**src/design/gaps_pkg.sv**
```systemverilog
// ----------------------------------------------------------------------------
// gaps_pkg
// shared types, constants and helpers of the grid path search unit
// ----------------------------------------------------------------------------
package gaps_pkg;

  localparam int COORD_W       = 3;
  localparam int CELL_W        = 2 * COORD_W;
  localparam int NUM_CELLS     = 1 << CELL_W;
  localparam int COST_W        = 10;
  localparam int GSUM_W        = COST_W + 1;
  localparam int H_W           = 8;
  localparam int CNT_W         = CELL_W + 1;
  localparam int DEF_GRID_ROWS = 8;
  localparam int DEF_GRID_COLS = 8;
  localparam int PADDR_W       = 4;
  localparam int PDATA_W       = 64;
  localparam int STEP_STRAIGHT = 10;
  localparam int STEP_DIAG     = 14;

  typedef logic [COORD_W-1:0]   coord_t;
  typedef logic [CELL_W-1:0]    cell_t;
  typedef logic [NUM_CELLS-1:0] mark_t;

  // register index, taken from the 8-byte aligned address
  typedef enum logic [0:0] {
    REG_DIAG_ENABLE,
    REG_WALL_MAP
  } reg_idx_t;

  typedef enum logic [3:0] {
    ST_IDLE,
    ST_INIT,
    ST_SEL,
    ST_SCAN_Q,
    ST_SCAN_C,
    ST_SCAN_CMP,
    ST_POP_CHK,
    ST_SHIFT_WR,
    ST_NB,
    ST_NB_UPD,
    ST_EMIT_LOAD,
    ST_EMIT_WAIT,
    ST_EMIT_NEXT,
    ST_NONE
  } state_t;

  typedef enum logic [1:0] {
    NB_SKIP,
    NB_GOAL,
    NB_NEW,
    NB_OPEN
  } nb_kind_t;

  typedef struct packed {
    logic load_in;
    logic init;
    logic sel_start;
    logic scan_rd_q;
    logic scan_rd_c;
    logic scan_cmp;
    logic shift_rd;
    logic shift_wr;
    logic pop_done;
    logic nb_eval;
    logic nb_upd;
    logic emit_load;
    logic emit_rd;
    logic emit_next;
    logic none_load;
  } cmd_t;

  typedef struct packed {
    logic     same_cell;
    logic     open_empty;
    logic     scan_last;
    logic     shift_more;
    nb_kind_t nb_kind;
    logic     nb_last;
    logic     out_fire;
    logic     out_last;
  } stat_t;

  function automatic coord_t clamp_coord(coord_t v, int lim);
    coord_t r;
    if (int'(v) >= lim) begin
      r = COORD_W'(lim - 1);
    end else begin
      r = v;
    end
    return r;
  endfunction

  function automatic logic [H_W-1:0] heur(cell_t n, cell_t g);
    logic [COORD_W:0] dr;
    logic [COORD_W:0] dc;
    logic [H_W-1:0]   d;
    dr = (n[CELL_W-1:COORD_W] > g[CELL_W-1:COORD_W]) ?
         {1'b0, n[CELL_W-1:COORD_W]} - {1'b0, g[CELL_W-1:COORD_W]} :
         {1'b0, g[CELL_W-1:COORD_W]} - {1'b0, n[CELL_W-1:COORD_W]};
    dc = (n[COORD_W-1:0] > g[COORD_W-1:0]) ?
         {1'b0, n[COORD_W-1:0]} - {1'b0, g[COORD_W-1:0]} :
         {1'b0, g[COORD_W-1:0]} - {1'b0, n[COORD_W-1:0]};
    d = H_W'(dr) + H_W'(dc);
    return (d << 3) + (d << 1);
  endfunction

endpackage

```
**src/design/grid_astar_path_search_unit.sv**
```systemverilog
// ----------------------------------------------------------------------------
// grid_astar_path_search_unit
// A* path search between two cells of a small grid with a wall bitmap
// ----------------------------------------------------------------------------
// One input transfer carries a start and a goal cell; the unit runs A* over
// the grid (walls in wall_map, diagonals when diag_enable is set) and returns
// the path one cell per output transfer, goal first, last set on the start
// cell. No path, or start equal to goal, gives one transfer with found=0 and
// last=1. One search at a time: in_ready is high only while the unit is idle.
// Search time goes per expansion to scanning every open entry, shifting the
// entries behind the removed one and evaluating the neighbours, and per path
// cell to the parent read and the output handshake; the open-list scan through
// the queue and cost memories dominates. Registers sit on the apb port at
// byte offsets 0 (diag_enable) and 8 (wall_map, 64 bits); write them only
// while idle.
module grid_astar_path_search_unit
  import gaps_pkg::*;
#(
  parameter int GRID_ROWS = DEF_GRID_ROWS,
  parameter int GRID_COLS = DEF_GRID_COLS
) (
  input  logic               clk,
  input  logic               rst_n,
  // input channel
  input  logic               in_valid,
  output logic               in_ready,
  input  coord_t             in_start_row,
  input  coord_t             in_start_col,
  input  coord_t             in_goal_row,
  input  coord_t             in_goal_col,
  // result channel
  output logic               out_valid,
  input  logic               out_ready,
  output logic               out_found,
  output coord_t             out_cell_row,
  output coord_t             out_cell_col,
  output logic               out_last,
  // configuration port
  input  logic               psel,
  input  logic               penable,
  input  logic               pwrite,
  input  logic [PADDR_W-1:0] paddr,
  input  logic [PDATA_W-1:0] pwdata,
  output logic [PDATA_W-1:0] prdata,
  output logic               pready
);

  logic                 diag_en_r;
  logic [PDATA_W-1:0]   wall_map_r;
  reg_idx_t             reg_idx;
  cmd_t                 cmd;
  stat_t                stat;

  // registers are 8 bytes apart, so the top address bit picks one
  assign reg_idx = reg_idx_t'(paddr[PADDR_W-1]);
  assign pready  = 1'b1;

  always_ff @(posedge clk) begin
    if (!rst_n) begin
      diag_en_r  <= 1'b0;
      wall_map_r <= '0;
    end else if (psel && penable && pwrite) begin
      unique case (reg_idx)
        REG_DIAG_ENABLE: diag_en_r  <= pwdata[0];
        REG_WALL_MAP:    wall_map_r <= pwdata;
        default: ;
      endcase
    end
  end

  // read mux
  always_comb begin
    unique case (reg_idx)
      REG_DIAG_ENABLE: prdata = {{(PDATA_W-1){1'b0}}, diag_en_r};
      REG_WALL_MAP:    prdata = wall_map_r;
      default:         prdata = '0;
    endcase
  end

  // sequencer
  gaps_ctrl u_ctrl (
    .clk      (clk),
    .rst_n    (rst_n),
    .in_valid (in_valid),
    .stat     (stat),
    .in_ready (in_ready),
    .cmd      (cmd)
  );

  // queue, cost and parent storage plus output stage
  gaps_dp #(
    .GRID_ROWS (GRID_ROWS),
    .GRID_COLS (GRID_COLS)
  ) u_dp (
    .clk          (clk),
    .rst_n        (rst_n),
    .cmd          (cmd),
    .stat         (stat),
    .diag_en      (diag_en_r),
    .wall_map     (wall_map_r[NUM_CELLS-1:0]),
    .in_start_row (in_start_row),
    .in_start_col (in_start_col),
    .in_goal_row  (in_goal_row),
    .in_goal_col  (in_goal_col),
    .out_valid    (out_valid),
    .out_ready    (out_ready),
    .out_found    (out_found),
    .out_cell_row (out_cell_row),
    .out_cell_col (out_cell_col),
    .out_last     (out_last)
  );

`ifndef SYNTHESIS
  // a new search is never taken while a result waits
  a_idle_no_result: assert property (@(posedge clk) disable iff (!rst_n)
    in_ready |-> !out_valid)
    else $error("input ready while a result is pending");

  // after a non-final path cell the search stays busy
  a_path_busy: assert property (@(posedge clk) disable iff (!rst_n)
    (out_valid && out_ready && !out_last) |=> !in_ready)
    else $error("unit went idle in the middle of a path");

  // a no-path result always closes the search
  a_none_is_last: assert property (@(posedge clk) disable iff (!rst_n)
    (out_valid && !out_found) |-> out_last)
    else $error("no-path result without last");
`endif

endmodule

```
**src/design/gaps_ctrl.sv**
```systemverilog
// ----------------------------------------------------------------------------
// gaps_ctrl
// search sequencer: scan, pop, neighbour expansion and path emission
// ----------------------------------------------------------------------------
module gaps_ctrl
  import gaps_pkg::*;
(
  input  logic  clk,
  input  logic  rst_n,
  input  logic  in_valid,
  input  stat_t stat,
  output logic  in_ready,
  output cmd_t  cmd
);

  state_t state_r;
  state_t state_nxt;

  always_ff @(posedge clk) begin
    if (!rst_n) begin
      state_r <= ST_IDLE;
    end else begin
      state_r <= state_nxt;
    end
  end

  always_comb begin
    state_nxt = state_r;
    unique case (state_r)
      ST_IDLE: begin
        if (in_valid) state_nxt = ST_INIT;
      end
      ST_INIT:      state_nxt = stat.same_cell ? ST_NONE : ST_SEL;
      ST_SEL:       state_nxt = stat.open_empty ? ST_NONE : ST_SCAN_Q;
      ST_SCAN_Q:    state_nxt = ST_SCAN_C;
      ST_SCAN_C:    state_nxt = ST_SCAN_CMP;
      ST_SCAN_CMP:  state_nxt = stat.scan_last ? ST_POP_CHK : ST_SCAN_Q;
      ST_POP_CHK:   state_nxt = stat.shift_more ? ST_SHIFT_WR : ST_NB;
      ST_SHIFT_WR:  state_nxt = ST_POP_CHK;
      ST_NB: begin
        unique case (stat.nb_kind)
          NB_GOAL: state_nxt = ST_EMIT_LOAD;
          NB_OPEN: state_nxt = ST_NB_UPD;
          default: state_nxt = stat.nb_last ? ST_SEL : ST_NB;
        endcase
      end
      ST_NB_UPD:    state_nxt = stat.nb_last ? ST_SEL : ST_NB;
      ST_EMIT_LOAD: state_nxt = ST_EMIT_WAIT;
      ST_EMIT_WAIT: begin
        if (stat.out_fire) state_nxt = stat.out_last ? ST_IDLE : ST_EMIT_NEXT;
      end
      ST_EMIT_NEXT: state_nxt = ST_EMIT_LOAD;
      ST_NONE:      state_nxt = ST_EMIT_WAIT;
      default:      state_nxt = ST_IDLE;
    endcase
  end

  always_comb begin
    cmd      = '0;
    in_ready = 1'b0;
    unique case (state_r)
      ST_IDLE: begin
        in_ready    = 1'b1;
        cmd.load_in = in_valid;
      end
      ST_INIT:     cmd.init      = 1'b1;
      ST_SEL:      cmd.sel_start = !stat.open_empty;
      ST_SCAN_Q:   cmd.scan_rd_q = 1'b1;
      ST_SCAN_C:   cmd.scan_rd_c = 1'b1;
      ST_SCAN_CMP: cmd.scan_cmp  = 1'b1;
      ST_POP_CHK: begin
        cmd.shift_rd = stat.shift_more;
        cmd.pop_done = !stat.shift_more;
      end
      ST_SHIFT_WR:  cmd.shift_wr  = 1'b1;
      ST_NB:        cmd.nb_eval   = 1'b1;
      ST_NB_UPD:    cmd.nb_upd    = 1'b1;
      ST_EMIT_LOAD: cmd.emit_load = 1'b1;
      ST_EMIT_WAIT: cmd.emit_rd   = stat.out_fire && !stat.out_last;
      ST_EMIT_NEXT: cmd.emit_next = 1'b1;
      ST_NONE:      cmd.none_load = 1'b1;
      default: ;
    endcase
  end

endmodule

```
**src/design/gaps_dp.sv**
```systemverilog
// ----------------------------------------------------------------------------
// gaps_dp
// search datapath: open queue, cost and parent memories, marks, output stage
// ----------------------------------------------------------------------------
module gaps_dp
  import gaps_pkg::*;
#(
  parameter int GRID_ROWS = DEF_GRID_ROWS,
  parameter int GRID_COLS = DEF_GRID_COLS
) (
  input  logic                    clk,
  input  logic                    rst_n,
  input  cmd_t                    cmd,
  output stat_t                   stat,
  input  logic                    diag_en,
  input  logic [NUM_CELLS-1:0]    wall_map,
  input  coord_t                  in_start_row,
  input  coord_t                  in_start_col,
  input  coord_t                  in_goal_row,
  input  coord_t                  in_goal_col,
  output logic                    out_valid,
  input  logic                    out_ready,
  output logic                    out_found,
  output coord_t                  out_cell_row,
  output coord_t                  out_cell_col,
  output logic                    out_last
);

  // memories
  cell_t             queue_mem [NUM_CELLS];
  logic [COST_W-1:0] cost_mem  [NUM_CELLS];
  cell_t             parent_mem[NUM_CELLS];
  cell_t             queue_q_r;
  logic [COST_W-1:0] cost_q_r;
  cell_t             parent_q_r;

  cell_t             s_r;
  cell_t             g_r;
  logic [CELL_W-1:0] k_r;
  logic [CNT_W-1:0]  count_r;
  mark_t             open_mark_r;
  mark_t             closed_mark_r;
  logic              first_r;
  logic [CELL_W-1:0] best_k_r;
  cell_t             best_cell_r;
  logic [COST_W-1:0] best_g_r;
  logic [GSUM_W-1:0] best_f_r;
  logic [H_W-1:0]    best_h_r;
  logic [1:0]        di_r;
  logic [1:0]        dj_r;
  cell_t             node_r;
  logic              out_valid_r;
  logic              out_found_r;
  cell_t             out_cell_r;
  logic              out_last_r;

  function automatic logic is_wall(cell_t c, cell_t s, cell_t g,
                                   logic [NUM_CELLS-1:0] wm);
    logic [CELL_W-1:0] idx;
    idx = CELL_W'(int'(c[CELL_W-1:COORD_W]) * GRID_COLS + int'(c[COORD_W-1:0]));
    return (c != s) && (c != g) && wm[idx];
  endfunction

  // scan compare
  logic [H_W-1:0]    cand_h;
  logic [GSUM_W-1:0] cand_f;
  logic              cand_better;
  logic [CNT_W-1:0]  k_inc;

  always_comb begin
    cand_h      = heur(queue_q_r, g_r);
    cand_f      = (queue_q_r == s_r) ? '0 : GSUM_W'(cost_q_r) + GSUM_W'(cand_h);
    cand_better = first_r || (cand_f < best_f_r) ||
                  ((cand_f == best_f_r) && (cand_h < best_h_r));
    k_inc       = CNT_W'(k_r) + CNT_W'(1);
  end

  // neighbour evaluation
  coord_t            cur_row;
  coord_t            cur_col;
  logic [COORD_W:0]  nr_sum;
  logic [COORD_W:0]  nc_sum;
  coord_t            nr;
  coord_t            nc;
  logic              in_grid;
  logic              center;
  logic              diag;
  cell_t             n_cell;
  nb_kind_t          nb_kind;
  logic [GSUM_W-1:0] newg;
  logic              nb_better;

  always_comb begin
    cur_row = best_cell_r[CELL_W-1:COORD_W];
    cur_col = best_cell_r[COORD_W-1:0];
    nr_sum  = {1'b0, cur_row} + (COORD_W+1)'(di_r);
    nc_sum  = {1'b0, cur_col} + (COORD_W+1)'(dj_r);
    nr      = COORD_W'(nr_sum - 1'b1);
    nc      = COORD_W'(nc_sum - 1'b1);
    in_grid = (nr_sum != '0) && (int'(nr_sum) <= GRID_ROWS) &&
              (nc_sum != '0) && (int'(nc_sum) <= GRID_COLS);
    center  = (di_r == 2'd1) && (dj_r == 2'd1);
    diag    = (di_r != 2'd1) && (dj_r != 2'd1);
    n_cell  = {nr, nc};
    newg    = GSUM_W'(best_g_r) + (diag ? GSUM_W'(STEP_DIAG) : GSUM_W'(STEP_STRAIGHT));
    nb_better = newg < GSUM_W'(cost_q_r);
    nb_kind = NB_SKIP;
    if (center || !in_grid) begin
      nb_kind = NB_SKIP;
    end else if (diag && (!diag_en ||
                 (is_wall({nr, cur_col}, s_r, g_r, wall_map) &&
                  is_wall({cur_row, nc}, s_r, g_r, wall_map)))) begin
      nb_kind = NB_SKIP;
    end else if (is_wall(n_cell, s_r, g_r, wall_map) || closed_mark_r[n_cell]) begin
      nb_kind = NB_SKIP;
    end else if (n_cell == g_r) begin
      nb_kind = NB_GOAL;
    end else if (!open_mark_r[n_cell]) begin
      nb_kind = (int'(count_r) < NUM_CELLS) ? NB_NEW : NB_SKIP;
    end else begin
      nb_kind = NB_OPEN;
    end
  end

  logic nb_new;
  logic nb_goal;
  logic nb_open;
  logic upd_wr;
  logic out_fire;

  assign nb_new   = cmd.nb_eval && (nb_kind == NB_NEW);
  assign nb_goal  = cmd.nb_eval && (nb_kind == NB_GOAL);
  assign nb_open  = cmd.nb_eval && (nb_kind == NB_OPEN);
  assign upd_wr   = cmd.nb_upd && nb_better;
  assign out_fire = out_valid_r && out_ready;

  // memory ports
  logic              q_we;
  cell_t             q_wa;
  cell_t             q_wd;
  logic              q_re;
  cell_t             q_ra;
  logic              c_we;
  cell_t             c_wa;
  logic [COST_W-1:0] c_wd;
  logic              c_re;
  cell_t             c_ra;
  logic              p_we;
  cell_t             p_wa;

  always_comb begin
    q_we = cmd.init || cmd.shift_wr || nb_new;
    q_wa = cmd.init ? '0 : (cmd.shift_wr ? k_r : count_r[CELL_W-1:0]);
    q_wd = cmd.init ? s_r : (cmd.shift_wr ? queue_q_r : n_cell);
    q_re = cmd.scan_rd_q || cmd.shift_rd;
    q_ra = cmd.shift_rd ? k_inc[CELL_W-1:0] : k_r;
    c_we = cmd.init || nb_new || upd_wr;
    c_wa = cmd.init ? s_r : n_cell;
    c_wd = cmd.init ? '0 : COST_W'(newg);
    c_re = cmd.scan_rd_c || nb_open;
    c_ra = cmd.scan_rd_c ? queue_q_r : n_cell;
    p_we = nb_new || nb_goal || upd_wr;
    p_wa = n_cell;
  end

  always_ff @(posedge clk) begin
    if (q_we) queue_mem[q_wa] <= q_wd;
    if (q_re) queue_q_r <= queue_mem[q_ra];
  end

  always_ff @(posedge clk) begin
    if (c_we) cost_mem[c_wa] <= c_wd;
    if (c_re) cost_q_r <= cost_mem[c_ra];
  end

  always_ff @(posedge clk) begin
    if (p_we) parent_mem[p_wa] <= best_cell_r;
    if (cmd.emit_rd) parent_q_r <= parent_mem[node_r];
  end

  // control state
  always_ff @(posedge clk) begin
    if (!rst_n) begin
      count_r       <= '0;
      open_mark_r   <= '0;
      closed_mark_r <= '0;
      out_valid_r   <= 1'b0;
    end else begin
      if (cmd.init) begin
        count_r       <= CNT_W'(1);
        open_mark_r   <= mark_t'(1) << s_r;
        closed_mark_r <= '0;
      end
      if (cmd.pop_done) begin
        count_r                    <= count_r - 1'b1;
        open_mark_r[best_cell_r]   <= 1'b0;
        closed_mark_r[best_cell_r] <= 1'b1;
      end
      if (nb_new) begin
        count_r             <= count_r + 1'b1;
        open_mark_r[n_cell] <= 1'b1;
      end
      if (cmd.emit_load || cmd.none_load) begin
        out_valid_r <= 1'b1;
      end else if (out_fire) begin
        out_valid_r <= 1'b0;
      end
    end
  end

  // payload registers
  always_ff @(posedge clk) begin
    if (cmd.load_in) begin
      s_r <= {clamp_coord(in_start_row, GRID_ROWS), clamp_coord(in_start_col, GRID_COLS)};
      g_r <= {clamp_coord(in_goal_row, GRID_ROWS), clamp_coord(in_goal_col, GRID_COLS)};
    end
    if (cmd.sel_start) begin
      k_r     <= '0;
      first_r <= 1'b1;
    end
    if (cmd.scan_cmp) begin
      first_r <= 1'b0;
      if (cand_better) begin
        best_k_r    <= k_r;
        best_cell_r <= queue_q_r;
        best_g_r    <= cost_q_r;
        best_f_r    <= cand_f;
        best_h_r    <= cand_h;
      end
      // after the last entry, k points at the winner for the removal
      if (k_inc == count_r) begin
        k_r <= cand_better ? k_r : best_k_r;
      end else begin
        k_r <= k_inc[CELL_W-1:0];
      end
    end
    if (cmd.shift_wr) k_r <= k_inc[CELL_W-1:0];
    if (cmd.pop_done) begin
      di_r <= 2'd0;
      dj_r <= 2'd0;
    end
    if ((cmd.nb_eval && (nb_kind == NB_SKIP || nb_kind == NB_NEW)) || cmd.nb_upd) begin
      if (dj_r == 2'd2) begin
        dj_r <= 2'd0;
        di_r <= di_r + 2'd1;
      end else begin
        dj_r <= dj_r + 2'd1;
      end
    end
    if (nb_goal) node_r <= g_r;
    if (cmd.emit_next) node_r <= parent_q_r;
    if (cmd.emit_load) begin
      out_found_r <= 1'b1;
      out_cell_r  <= node_r;
      out_last_r  <= (node_r == s_r);
    end
    if (cmd.none_load) begin
      out_found_r <= 1'b0;
      out_cell_r  <= '0;
      out_last_r  <= 1'b1;
    end
  end

  always_comb begin
    stat.same_cell  = (s_r == g_r);
    stat.open_empty = (count_r == '0);
    stat.scan_last  = (k_inc == count_r);
    stat.shift_more = (k_inc < count_r);
    stat.nb_kind    = nb_kind;
    stat.nb_last    = (di_r == 2'd2) && (dj_r == 2'd2);
    stat.out_fire   = out_fire;
    stat.out_last   = out_last_r;
  end

  assign out_valid    = out_valid_r;
  assign out_found    = out_found_r;
  assign out_cell_row = out_cell_r[CELL_W-1:COORD_W];
  assign out_cell_col = out_cell_r[COORD_W-1:0];
  assign out_last     = out_last_r;

endmodule
```
**config.mk**
```make
export PLATFORM = sky130hd
export DESIGN_NAME = grid_astar_path_search_unit
export DESIGN_NICKNAME = d
export VERILOG_FILES = /design/src/design/gaps_pkg.sv /design/src/design/grid_astar_path_search_unit.sv /design/src/design/gaps_ctrl.sv /design/src/design/gaps_dp.sv
export SDC_FILE = /design/constraint.sdc
export NUM_CORES = 2
export LEC_CHECK = 0
export BUFFER_PORTS_ARGS = -buffer_cell sky130_fd_sc_hd__buf_4
export CAP_MARGIN = 40
export CORE_MARGIN = 10
export CORE_UTILIZATION = 55
export DETAILED_ROUTE_END_ITERATION = 10
export HOLD_SLACK_MARGIN = 0.08
export PLACE_DENSITY = 0.83
export SLEW_MARGIN = 20
export SYNTH_ARGS = -nofsm -noshare
export SYNTH_HDL_FRONTEND = slang
export SYNTH_SLANG_ARGS = --single-unit
```
**constraint.sdc**
```tcl
create_clock -name clk -period 11.32 [get_ports clk]
set_clock_uncertainty 0.1 [all_clocks]
set_input_delay 1.132 -clock clk [delete_from_list [all_inputs] [get_ports clk]]
set_output_delay 1.132 -clock clk [all_outputs]
set_load 0.01 [all_outputs]
```
==> impl_metrics.yaml <==
clock_network:
  h-tree-depth: 4
  numCtsBuffers: 166
  post_cts_resized: 0
  post_cts_buffers: 0
  cts_root_buf: "clkbuf_16"
  clk_latency_ps: 840
  cts_tree: "yes"
  clock_path_buffers: 3
  cts_hold_buf: 0
  clock-sinks: 1712
  clk_pin_slew_ps: 60
setup_path:
  reg2reg_slack_ps: 3490
  critical_path.endpoint_type: "register"
  path_class: "reg2reg"
  cp-startpoint: "u_dp.queue_q_r[3]"
  path_common_cell: "ha_1"
  rr_endpoint: "u_dp.best_f_r[7]"
  cp-start-kind: "register"
  cp-endpoint: "u_dp.best_f_r[7]"
  r2r_cells: 31
  critPathMaxStageDelay_ps: 580
  cp.required_ps: 11660
  worstPathArrival_ps: 8170
  crit_buf_inv: 4
  cpMaxStageDelayCell: "edfxtp_1"
  cpLargestDelayFamily: "compound AO/OA/AOI/OAI gates"
  path_depth: 31
  cp_max_fo: 34
  r2r_start: "u_dp.queue_q_r[3]"
worst_hold_path:
  hold_class: "reg2reg"
timing:
  finalCritPeriodShare: 0.692
  max_freq_mhz: 128
  hold_viol_final: 0
  drv_slew: 0
  tightest_slew_ps: 1020
  finalSetupTns_ps: 0
  fin_ws_ps: 3490
  setup_viol: 0
  timing.max_slew.rel_slack: 0.318
  grt_setup_unrepaired: "false"
  post-route-min-period_ps: 7830
synthesis:
  synthesis.area_um2: 73400
  synth_seq_cells: 1712
  synth.net_count: 5079
  synthArstFlopShare: 0
  ys_types: 88
  synth-edff-count: 1496
  yosys_warnings: 0
  synthCells: 4907
  ys.flop_type: "edfxtp_1"
  yosysSeqAreaShare: 0.671
  synth.avg_cell_area_um2: 15.0
place:
  io_buffers: 157
  dp_cells: 6707
  place_ws_ps: 3580
  placed_area_um2: 77200
  post-dp-hpwl_mm: 121
  gp_congestion: 0.907
floorplanning:
  rows: 134
  die_area_um2: 149000
  fp.dieH_um: 385
  die_w_um: 385
  start_util: 0.552
  coreArea_um2: 133000
  boundaryPins: 162
outcome:
  outcome: "finished clean"
cells_and_area:
  finish.instance_area_um2: 83100
  n_antenna_cell: 0
  drive_gt1_frac: 0.209
  finalNonFillerCells: 7084
  final_common_cell: "edfxtp_1"
  fin_nets: 5356
  post-route-util: 0.625
  area_delta_synth_final_pct: 13.3
  layout_common_cells: "edfxtp_1 (1496), nand2_1 (550), mux4_2 (366), nor2_1 (362), buf_4 (304)"
route:
  num_vias: 47500
  post-route-drc-count: 0
  via_per_inst: 6.70
  first_pass_iters: 9
  avgRoutedWirePerCell_um: 28.5
  drtIter0Drc: 7888
  ant_nets: 0
  wl_mm: 202
power:
  power.density_nw_per_um2: 172
  ir_worst_vdd_uv: 178
  leakage_nw: 27.8
global_route:
  grt-ovfl-total: 0
  grt_pass1_vias: 46500
  gr-usage-all-layers: 0.263
  grt_start_max_net_pins: 156
  grt_pass1_wl_mm: 296
  antenna_found_initial: 2
run:
  drv_cap: 0
## worst min-delay path by stage
stage                            from                endpoint  slack [ps]  cells past startpoint
5_1_grt        u_dp.closed_mark_r[26]  u_dp.closed_mark_r[26]         380                      2
6_report       u_dp.closed_mark_r[26]  u_dp.closed_mark_r[26]         360                      2
2_1_floorplan        u_dp.cost_q_r[9]        u_dp.best_g_r[9]         330                      0
3_5_place_dp   u_dp.closed_mark_r[61]  u_dp.closed_mark_r[61]         350                      2
4_1_cts        u_dp.closed_mark_r[26]  u_dp.closed_mark_r[26]         360                      2
3_3_place_gp         u_dp.cost_q_r[9]        u_dp.best_g_r[9]         340                      0
## sequential cells by signal, summed over array words and instances, names as in the netlist, 10 cells and up
register            count
u_dp.cost_mem         640
u_dp.parent_mem       384
u_dp.queue_mem        384
u_dp.closed_mark_r     64
u_dp.open_mark_r       64
wall_map_r             64
u_dp.best_f_r          11
u_dp.best_g_r          10
u_dp.cost_q_r          10
## worst reg2reg max path: cells and delay by family (launching register included)
family / cells / cell delay [ps]
xor+xnor: 4 / 1010
flops: 1 / 580
fa+ha+maj: 7 / 1850
buf+inv: 4 / 610
compound gates: 12 / 2790
simple gates: 4 / 490
## final cells by class
class / count / area, um2
clock inverters: 94 / 823
flip-flops and latches: 1712 / 49200
multi-input cells: 2799 / 22700
fillers: 8852 / 50000
clock buffers: 206 / 4470
repair buffers: 418 / 3320
inverters: 87 / 332
well taps: 1768 / 2210
## metal layers
layer	GRT usage	vias to the layer above	routed length (um)	share of wire
met2	0.425	3853	97100	0.48
met1	0.336	23400	68500	0.34
li1	-	19500	-	-
met3	0.0656	726	25000	0.12
met4	0.122	4	11000	0.055
met5	0	-	18	0.000089
## per-stage QoR
step / total power [mW] / hold WS (ps)
3_3_place_gp: 8.88 / 341
5_1_grt: 14.7 / 384
6_report: 14.3 / 359
4_1_cts: 14.3 / 359
2_1_floorplan: 8.35 / 326
3_5_place_dp: 8.97 / 350
## power breakdown
| group | leakage [nW] | internal [mW] | switching [mW] |
|---|---|---|---|
| combinational | 10.0 | 0.554 | 1.24 |
| sequential | 15.2 | 7.08 | 0.0348 |
| clock | 2.56 | 3.00 | 2.42 |
## cell usage after synthesis (88+ instances only)
cell type,number,area (um2)
nor3_1,122,611
edfxtp_1,1496,44900
nor2_1,367,1380
and2_1,110,688
clkbuf_1,195,732
dfxtp_1,216,4320
nand2_1,553,2080
a21oi_1,296,1480
nand3_1,105,526
mux4_2,366,8240
mux2i_1,88,881
a22oi_1,106,796
## kinds of logic (layout without fill, tap and decap cells)
kind of cell,Yosys count,in the layout,share of synthesized area
xor+xnor,77,77,0.00999
buf+inv,396,805,0.0235
fa+ha+maj,85,85,0.0156
other cells,1,1,0.0000511
compound gates,742,742,0.0658
flops,1712,1712,0.671
mux,464,464,0.126
simple gates,1430,1430,0.0885
Note: power is estimated with default switching activity, not from simulation.
